**src/rtl/gmpl_pkg.sv**
```systemverilog
// Shared constants, types and helpers of the grid monotone path length block.
package gmpl_pkg;

   localparam int MAX_COLS = 64;
   localparam int MAX_ROWS = 64;

   localparam int VAL_W = 32;
   localparam int LEN_W = 7;
   localparam int CFG_W = 7;
   localparam int CSR_IDX_W = 1;

   localparam int COL_W = (MAX_COLS > 1) ? $clog2(MAX_COLS) : 1;
   localparam int ROW_W = (MAX_ROWS > 1) ? $clog2(MAX_ROWS) : 1;

   localparam logic [LEN_W-1:0] LEN_MAX = '1;
   localparam logic [LEN_W-1:0] LEN_ONE = LEN_W'(1);

   localparam logic [CSR_IDX_W-1:0] CSR_ROWS_IN_USE = CSR_IDX_W'(0);
   localparam logic [CSR_IDX_W-1:0] CSR_COLS_IN_USE = CSR_IDX_W'(1);

   localparam logic [CFG_W-1:0] CFG_MAX_ROWS = CFG_W'(MAX_ROWS);
   localparam logic [CFG_W-1:0] CFG_MAX_COLS = CFG_W'(MAX_COLS);

   typedef struct packed {
      logic signed [VAL_W-1:0] value;
      logic [LEN_W-1:0]        length;
   } row_entry_type;

   // Position of one cell, passed from the sequencer to the compute stage.
   typedef struct packed {
      logic [COL_W-1:0] slot;
      logic             has_left;
      logic             has_above;
      logic             grid_end;
   } cell_pos_type;

   function automatic logic [LEN_W-1:0] inc_sat(input logic [LEN_W-1:0] len);
      inc_sat = (len == LEN_MAX) ? LEN_MAX : len + LEN_ONE;
   endfunction

   function automatic logic [CFG_W-1:0] clamp_size(input logic [CFG_W-1:0] reg_val,
                                                   input logic [CFG_W-1:0] max_val);
      if (reg_val == '0) begin
         clamp_size = CFG_W'(1);
      end else if (reg_val > max_val) begin
         clamp_size = max_val;
      end else begin
         clamp_size = reg_val;
      end
   endfunction

endpackage

```
**src/rtl/gmpl_if.sv**
```systemverilog
// Valid/ready channel interfaces for grid cells and path length results.
interface gmpl_req_if;
   logic                                 valid;
   logic                                 ready;
   logic signed [gmpl_pkg::VAL_W-1:0]    cell_value;

   modport source (output valid, output cell_value, input ready);
   modport sink   (input valid, input cell_value, output ready);
endinterface

interface gmpl_rsp_if;
   logic                          valid;
   logic                          ready;
   logic [gmpl_pkg::LEN_W-1:0]    longest_path;

   modport source (output valid, output longest_path, input ready);
   modport sink   (input valid, input longest_path, output ready);
endinterface

```
**src/rtl/gmpl_row_mem.sv**
```systemverilog
// Row buffer memory: one write port, one registered read port, write-first on collision.
module gmpl_row_mem (
   input  logic                            clock,
   input  logic                            rd_en,
   input  logic [gmpl_pkg::COL_W-1:0]      rd_addr,
   input  logic                            wr_en,
   input  logic [gmpl_pkg::COL_W-1:0]      wr_addr,
   input  gmpl_pkg::row_entry_type         wr_data,
   output gmpl_pkg::row_entry_type         rd_data
);
   import gmpl_pkg::*;

   row_entry_type mem [MAX_COLS];
   row_entry_type rd_data_ff;

   always_ff @(posedge clock) begin
      if (wr_en) begin
         mem[wr_addr] <= wr_data;
      end
   end

   // a read at the address being written this edge takes the new entry
   always_ff @(posedge clock) begin
      if (rd_en) begin
         if (wr_en && (wr_addr == rd_addr)) begin
            rd_data_ff <= wr_data;
         end else begin
            rd_data_ff <= mem[rd_addr];
         end
      end
   end

   assign rd_data = rd_data_ff;

endmodule

```
**src/rtl/gmpl_seq.sv**
```systemverilog
// Grid size registers and row/column position counters.
module gmpl_seq (
   input  logic                              clock,
   input  logic                              reset,
   input  logic                              csr_we,
   input  logic [gmpl_pkg::CSR_IDX_W-1:0]    csr_idx,
   input  logic [gmpl_pkg::CFG_W-1:0]        csr_wdata,
   input  logic                              advance,
   output gmpl_pkg::cell_pos_type            pos
);
   import gmpl_pkg::*;

   logic [CFG_W-1:0] rows_ff, rows_in;
   logic [CFG_W-1:0] cols_ff, cols_in;
   logic [COL_W-1:0] col_ff, col_in;
   logic [ROW_W-1:0] row_ff, row_in;
   logic [CFG_W-1:0] n_rows, n_cols;
   logic             row_last, col_last;

   always_comb begin
      rows_in = rows_ff;
      cols_in = cols_ff;
      if (csr_we) begin
         case (csr_idx)
            CSR_ROWS_IN_USE: rows_in = csr_wdata;
            CSR_COLS_IN_USE: cols_in = csr_wdata;
            default: ;
         endcase
      end
   end

   assign n_rows = clamp_size(rows_ff, CFG_MAX_ROWS);
   assign n_cols = clamp_size(cols_ff, CFG_MAX_COLS);

   // counters may sit beyond a size that shrank; the compare ends the row there
   assign col_last = (CFG_W'(col_ff) + CFG_W'(1)) >= n_cols;
   assign row_last = (CFG_W'(row_ff) + CFG_W'(1)) >= n_rows;

   always_comb begin
      col_in = col_ff;
      row_in = row_ff;
      if (advance) begin
         if (col_last) begin
            col_in = '0;
            row_in = row_last ? '0 : row_ff + ROW_W'(1);
         end else begin
            col_in = col_ff + COL_W'(1);
         end
      end
   end

   always_ff @(posedge clock) begin
      if (reset) begin
         rows_ff <= CFG_MAX_ROWS;
         cols_ff <= CFG_MAX_COLS;
         col_ff  <= '0;
         row_ff  <= '0;
      end else begin
         rows_ff <= rows_in;
         cols_ff <= cols_in;
         col_ff  <= col_in;
         row_ff  <= row_in;
      end
   end

   assign pos.slot      = col_ff;
   assign pos.has_left  = (col_ff != '0);
   assign pos.has_above = (row_ff != '0);
   assign pos.grid_end  = col_last && row_last;

endmodule

```
**src/rtl/grid_monotone_path_length_top.sv**
```systemverilog
// Top level: cell intake, row buffer lookup, path length compute and result register.
//
//  channel   dir  handshake           payload
//  req_ch    in   valid/ready         cell_value   (32-bit signed, row-major)
//  rsp_ch    out  valid/ready         longest_path (7-bit, once per grid)
//  csr_*     in   csr_we              csr_idx, csr_wdata (write only)
//
// One cell per cycle while intake is not stalled: the row buffer read is issued as a
// cell is taken and its data meets the cell in the compute stage in the next cycle.
// A result is loaded into the result register when the last cell of a grid leaves the compute stage.
// Synchronous reset clears counters, sizes (to 64 x 64), the running maximum and
// the result valid flag.
// Intake stalls only while the last cell of a grid waits on a held result.
module grid_monotone_path_length_top (
   input  logic                              clock,
   input  logic                              reset,
   gmpl_req_if.sink                          req_ch,
   gmpl_rsp_if.source                        rsp_ch,
   input  logic                              csr_we,
   input  logic [gmpl_pkg::CSR_IDX_W-1:0]    csr_idx,
   input  logic [gmpl_pkg::CFG_W-1:0]        csr_wdata
);
   import gmpl_pkg::*;

   cell_pos_type            pos;
   logic                    accept;
   logic                    advance;

   logic                    s1_valid_ff, s1_valid_in;
   cell_pos_type            s1_pos_ff;
   logic signed [VAL_W-1:0] s1_value_ff;

   logic signed [VAL_W-1:0] left_value_ff, left_value_in;
   logic [LEN_W-1:0]        left_length_ff, left_length_in;
   logic [LEN_W-1:0]        best_ff, best_in;
   logic                    rsp_valid_ff, rsp_valid_in;
   logic [LEN_W-1:0]        rsp_data_ff, rsp_data_in;

   row_entry_type           above;
   row_entry_type           wr_entry;
   logic [LEN_W-1:0]        len, cand_left, cand_above, best_next;

   assign advance = s1_valid_ff && !(s1_pos_ff.grid_end && rsp_valid_ff && !rsp_ch.ready);
   assign req_ch.ready = !s1_valid_ff || advance;
   assign accept = req_ch.valid && req_ch.ready;

   gmpl_seq u_seq (
      .clock     (clock),
      .reset     (reset),
      .csr_we    (csr_we),
      .csr_idx   (csr_idx),
      .csr_wdata (csr_wdata),
      .advance   (accept),
      .pos       (pos)
   );

   gmpl_row_mem u_row_mem (
      .clock   (clock),
      .rd_en   (accept),
      .rd_addr (pos.slot),
      .wr_en   (advance),
      .wr_addr (s1_pos_ff.slot),
      .wr_data (wr_entry),
      .rd_data (above)
   );

   // length of the path ending at this cell
   always_comb begin
      cand_left  = inc_sat(left_length_ff);
      cand_above = inc_sat(above.length);
      len = LEN_ONE;
      if (s1_pos_ff.has_left && (left_value_ff < s1_value_ff) && (cand_left > len)) begin
         len = cand_left;
      end
      if (s1_pos_ff.has_above && (above.value < s1_value_ff) && (cand_above > len)) begin
         len = cand_above;
      end
      best_next = (len > best_ff) ? len : best_ff;
      wr_entry.value  = s1_value_ff;
      wr_entry.length = len;
   end

   always_comb begin
      s1_valid_in    = accept || (s1_valid_ff && !advance);
      left_value_in  = left_value_ff;
      left_length_in = left_length_ff;
      best_in        = best_ff;
      rsp_valid_in   = rsp_valid_ff && !rsp_ch.ready;
      rsp_data_in    = rsp_data_ff;
      if (advance) begin
         if (s1_pos_ff.grid_end) begin
            left_value_in  = '0;
            left_length_in = '0;
            best_in        = '0;
            rsp_valid_in   = 1'b1;
            rsp_data_in    = best_next;
         end else begin
            left_value_in  = s1_value_ff;
            left_length_in = len;
            best_in        = best_next;
         end
      end
   end

   always_ff @(posedge clock) begin
      if (reset) begin
         s1_valid_ff    <= 1'b0;
         left_value_ff  <= '0;
         left_length_ff <= '0;
         best_ff        <= '0;
         rsp_valid_ff   <= 1'b0;
      end else begin
         s1_valid_ff    <= s1_valid_in;
         left_value_ff  <= left_value_in;
         left_length_ff <= left_length_in;
         best_ff        <= best_in;
         rsp_valid_ff   <= rsp_valid_in;
      end
   end

   always_ff @(posedge clock) begin
      if (accept) begin
         s1_pos_ff   <= pos;
         s1_value_ff <= req_ch.cell_value;
      end
      rsp_data_ff <= rsp_data_in;
   end

   assign rsp_ch.valid        = rsp_valid_ff;
   assign rsp_ch.longest_path = rsp_data_ff;

`ifndef ASSERT_OFF
   a_stall_holds_cell: assert property (@(posedge clock) disable iff (reset)
      (s1_valid_ff && !advance) |=> (s1_valid_ff && $stable(s1_value_ff)))
      else $error("compute stage lost a stalled cell");

   a_grid_end_result: assert property (@(posedge clock) disable iff (reset)
      (advance && s1_pos_ff.grid_end) |=> (rsp_valid_ff && (best_ff == '0)))
      else $error("grid end did not load a result and clear the maximum");

   a_result_nonzero: assert property (@(posedge clock) disable iff (reset)
      rsp_valid_ff |-> (rsp_data_ff != '0))
      else $error("result path length is zero");

   a_no_intake_when_blocked: assert property (@(posedge clock) disable iff (reset)
      (s1_valid_ff && !advance) |-> !req_ch.ready)
      else $error("cell taken while compute stage is stalled");
`endif

endmodule

```
**src/flat_wrapper.sv**
```systemverilog
// flat-port wrapper written by rule: the top's interface ports become plain ports
module grid_monotone_path_length_top_flat import gmpl_pkg::*;
  (clock, reset, csr_we, csr_idx, csr_wdata, req_ch_valid, req_ch_cell_value, req_ch_ready, rsp_ch_valid, rsp_ch_longest_path, rsp_ch_ready);
  gmpl_req_if req_ch_i ();
  gmpl_rsp_if rsp_ch_i ();
  input  logic clock;
  input  logic reset;
  input  logic csr_we;
  input  logic [gmpl_pkg::CSR_IDX_W-1:0] csr_idx;
  input  logic [gmpl_pkg::CFG_W-1:0] csr_wdata;
  input wire logic [$bits(req_ch_i.valid)-1:0] req_ch_valid;
  input wire logic [$bits(req_ch_i.cell_value)-1:0] req_ch_cell_value;
  output wire logic [$bits(req_ch_i.ready)-1:0] req_ch_ready;
  output wire logic [$bits(rsp_ch_i.valid)-1:0] rsp_ch_valid;
  output wire logic [$bits(rsp_ch_i.longest_path)-1:0] rsp_ch_longest_path;
  input wire logic [$bits(rsp_ch_i.ready)-1:0] rsp_ch_ready;
  assign req_ch_i.valid = req_ch_valid;
  assign req_ch_i.cell_value = req_ch_cell_value;
  assign req_ch_ready = req_ch_i.ready;
  assign rsp_ch_valid = rsp_ch_i.valid;
  assign rsp_ch_longest_path = rsp_ch_i.longest_path;
  assign rsp_ch_i.ready = rsp_ch_ready;
  grid_monotone_path_length_top u_core (.clock(clock), .reset(reset), .req_ch(req_ch_i), .rsp_ch(rsp_ch_i), .csr_we(csr_we), .csr_idx(csr_idx), .csr_wdata(csr_wdata));
endmodule
```
**config.mk**
```make
export PLATFORM = sky130hd
export DESIGN_NAME = grid_monotone_path_length_top_flat
export DESIGN_NICKNAME = d
export VERILOG_FILES = /design/src/rtl/gmpl_pkg.sv /design/src/rtl/gmpl_if.sv /design/src/rtl/gmpl_row_mem.sv /design/src/rtl/gmpl_seq.sv /design/src/rtl/grid_monotone_path_length_top.sv /design/src/flat_wrapper.sv
export SDC_FILE = /design/constraint.sdc
export NUM_CORES = 2
export LEC_CHECK = 0
export ABC_CLOCK_PERIOD_IN_PS = 26500
export BUFFER_PORTS_ARGS = -buffer_cell sky130_fd_sc_hd__buf_2
export CAP_MARGIN = 15
export CORE_ASPECT_RATIO = 0.5
export CORE_MARGIN = 2
export CORE_UTILIZATION = 46
export CTS_CLUSTER_DIAMETER = 40
export CTS_CLUSTER_SIZE = 28
export DETAILED_ROUTE_END_ITERATION = 10
export GPL_ROUTABILITY_DRIVEN = 0
export GPL_TIMING_DRIVEN = 0
export SYNTH_ARGS = -nofsm -noshare
export SYNTH_HDL_FRONTEND = slang
export SYNTH_SLANG_ARGS = --single-unit
```
**constraint.sdc**
```tcl
create_clock -name clock -period 26.5 [get_ports clock]
set_input_delay 2.65 -clock clock [delete_from_list [all_inputs] [get_ports clock]]
set_output_delay 2.65 -clock clock [all_outputs]
set_load 0.03 [all_outputs]
```
==> flow_summary.toml <==
[run_status]
status = "completed"

[yosys]
netlist_area_sq_um = 103700
avgSynthCellArea_sq_um = 22.52
synth_top_cells_by_count = "2,583 x edfxtp_1, 772 x mux4_2, 126 x nand2_1, 107 x nor2_1, 97 x a21oi_1"
yosysSeqAreaShare_pct = 76.21
synth_cell_types = 59
synth-edff-count = 2583
synth_top_cell_area_share_pct = 74.78
synth_cells = 4606
async_flop_share_pct = 0
synth-main-ff-cell = "edfxtp_1"
synth_most_common_cell = "edfxtp_1"
syn_nets = 4747
synth_area_leader_cell = "edfxtp_1"
synth_area_leaders = "edfxtp_1 75%, mux4_2 17%, dfxtp_1 1.4%, ha_1 1.2%, mux2i_1 0.71%"
synth-seq-cells = 2657
ys_warn_count = 0

[floorplan]
die_area_sq_um = 229500
die_w_um = 675.6
pin_count = 54
fp.coreArea_sq_um = 224500
fp-row-count = 123
dieHeight_um = 339.8
start_util_pct = 46.20

[clock_tree]
path_clk_slew_ns = 0.08
post_cts_resized = 0
numCtsBuffers = 200
clkSinkCount = 2657
cts_buffer_depth = 4
cts_tree = "yes"
insertion_delay_ns = 0.90
root_buffer = "clkbuf_16"
h-tree-depth = 4
cts_setup_buffers = 0
cts_hold_buf = 0

[sta]
tightestPinTransition_ns = 1.339
fin_skew_ns = 0.06044
rsz0062_at_grt = "no"
drv_slew = 0
hold-worst-slack_ns = 0.4637
hold_viol_final = 0
period_needed_ns = 8.877
worst_slack_ns = 17.62
fin_crit_sh_pct = 33.50
setup_tns_ns = 0
relSlewSlack_pct = 10.18
fmax_mhz = 112.6
setup_viol = 0

[worst_setup_path]
cpPeakStageDelay_ns = 1.11
cp.arrival_ns = 9.67
endpoint_kind = "flip-flop"
crit_path_start_kind = "flip-flop"
crit_type = "reg2reg"
crit_fanout = 37
required_ns = 27.30
cp_slowest_cell = "edfxtp_1"

[layout]
final-seq-area_sq_um = 79050
nNetsFinal = 5212
multi_input_area_sq_um = 23790
final_cells = 8238
layout-drive-gt1-share_pct = 30.48
area_growth_syn_to_layout_pct = 15.85
fin_util_pct = 53.52
fillers = 16686

[placement]
portBuffers = 50
pre_cts_ws_ns = 17.77
dp.cells = 7865
place_hpwl_um = 201800

[power]
static-leakage-power_uw = 0.03709
cellPowerDensity_nw_per_um2 = 70.60
vdd_drop_max_mv = 0.06433

[grt]
grt_pass1_vias = 51775
grt_pass1_wl_um = 410000
grtUsageTotal_pct = 25.85
antenna_found_initial = 22
grt_max_degree = 75
grt_overflow = 0

[routing]
wire_per_inst_um = 36.04
routed_wl_um = 296900
drc = 0
first_pass_iters = 5
drt_iter0_markers = 8158
ant_nets = 0
drt-vias-per-instance = 6.358
vias = 52379

[job]
max_cap_viol_count = 0

[worst_hold_path]
hp-class = "reg2reg"
==> layout by cell type (no fill, tap or decap), types with 27 or more instances in the layout <==
cell type and count:
or3_1 38, ha_1 96, buf_2 126, o21ai_0 40, clkbuf_16 203, nor2_1 43
nor2_4 64, dfxtp_1 74, buf_16 84, nand2_1 126, mux2i_1 68, inv_1 64
edfxtp_1 2583, a21oi_1 97, mux4_2 772, inv_8 27, buf_1 27, nand3_1 32
clkbuf_1 105, buf_12 117
==> worst max-delay path, delay by kind of cell, from the launching register on <==
family / cells / cell delay (ns)
fa+ha+maj: 3 / 0.96
flops: 1 / 1.11
mux: 3 / 1.49
simple gates: 5 / 1.03
compound gates: 11 / 2.71
buf+inv: 7 / 1.47
==> cells by family (layout without fill, tap and decap cells) <==
family | count (synthesis) | in the layout | share of synthesized area, %
adders and majority gates | 96 | 96 | 1.158
xor gates and xnor gates | 20 | 20 | 0.1689
buffers and inverters | 305 | 932 | 1.385
DFF | 2657 | 2657 | 76.21
muxes | 862 | 862 | 17.65
and+or+nand+nor | 395 | 395 | 1.790
AOI/OAI and AO/OA | 271 | 271 | 1.637
other | 0 | 5 | 0
==> sequential cells by signal, summed over array words and instances, names as in the netlist, 9 cells and up <==
| register | flops |
|---|---|
| u_core.s1_value_ff | 32 |
| u_core.left_value_ff | 32 |
| u_core.s1_pos_ff | 9 |
| u_core.u_row_mem.mem | 2496 |
| u_core.u_row_mem.rd_data | 39 |
==> layer usage <==
layer	vias up	track usage [%]	share of wire [%]
met5	-	0	0.021
met4	8	7.175	3.1
met3	505	5.239	11
met2	3105	40.55	47
met1	28280	37.28	39
li1	20481	-	-
==> area by class of cell <==
type | count | share of cell area (%)
inverters | 67 | 0.2135
repair buffers | 263 | 4.232
well taps | 3000 | 3.124
multi-input cells | 1644 | 19.80
plain buffers | 238 | 0.9881
clock buffers | 212 | 4.256
flip-flops and latches | 2657 | 65.78
clock inverters | 152 | 1.596
diodes | 5 | 0.01041
==> through the flow <==
stage / power (uW) / instance area [sq um]
finish: 8484 / 120200
global route: 8711 / 120200
CTS: 8521 / 120100
detailed placement: 5304 / 113100
global placement: 5254 / 107700
floorplan: 5063 / 103700
==> worst paths after layout <==
kind                                                           start                              endpoint  slack [ns]  cells past startpoint
worst max register to register      u_core.s1_value_ff[31]$_DFFE_PP_        u_core.best_ff[1]$_SDFFE_PP0P_       17.62                     29
worst min-delay path            u_core.left_value_ff[0]$_SDFFE_PP0P_  u_core.left_value_ff[0]$_SDFFE_PP0P_        0.46                      2
worst max-delay path                u_core.s1_value_ff[31]$_DFFE_PP_        u_core.best_ff[1]$_SDFFE_PP0P_       17.62                     29
worst min register to register  u_core.left_value_ff[0]$_SDFFE_PP0P_  u_core.left_value_ff[0]$_SDFFE_PP0P_        0.46                      2
==> report_power, final <==
part	total (uW)	switching [uW]	internal (uW)
registers	4640	18.8	4630
clock network	3270	1680	1600
logic	565	330	236
(Power assumes the default switching activity.)
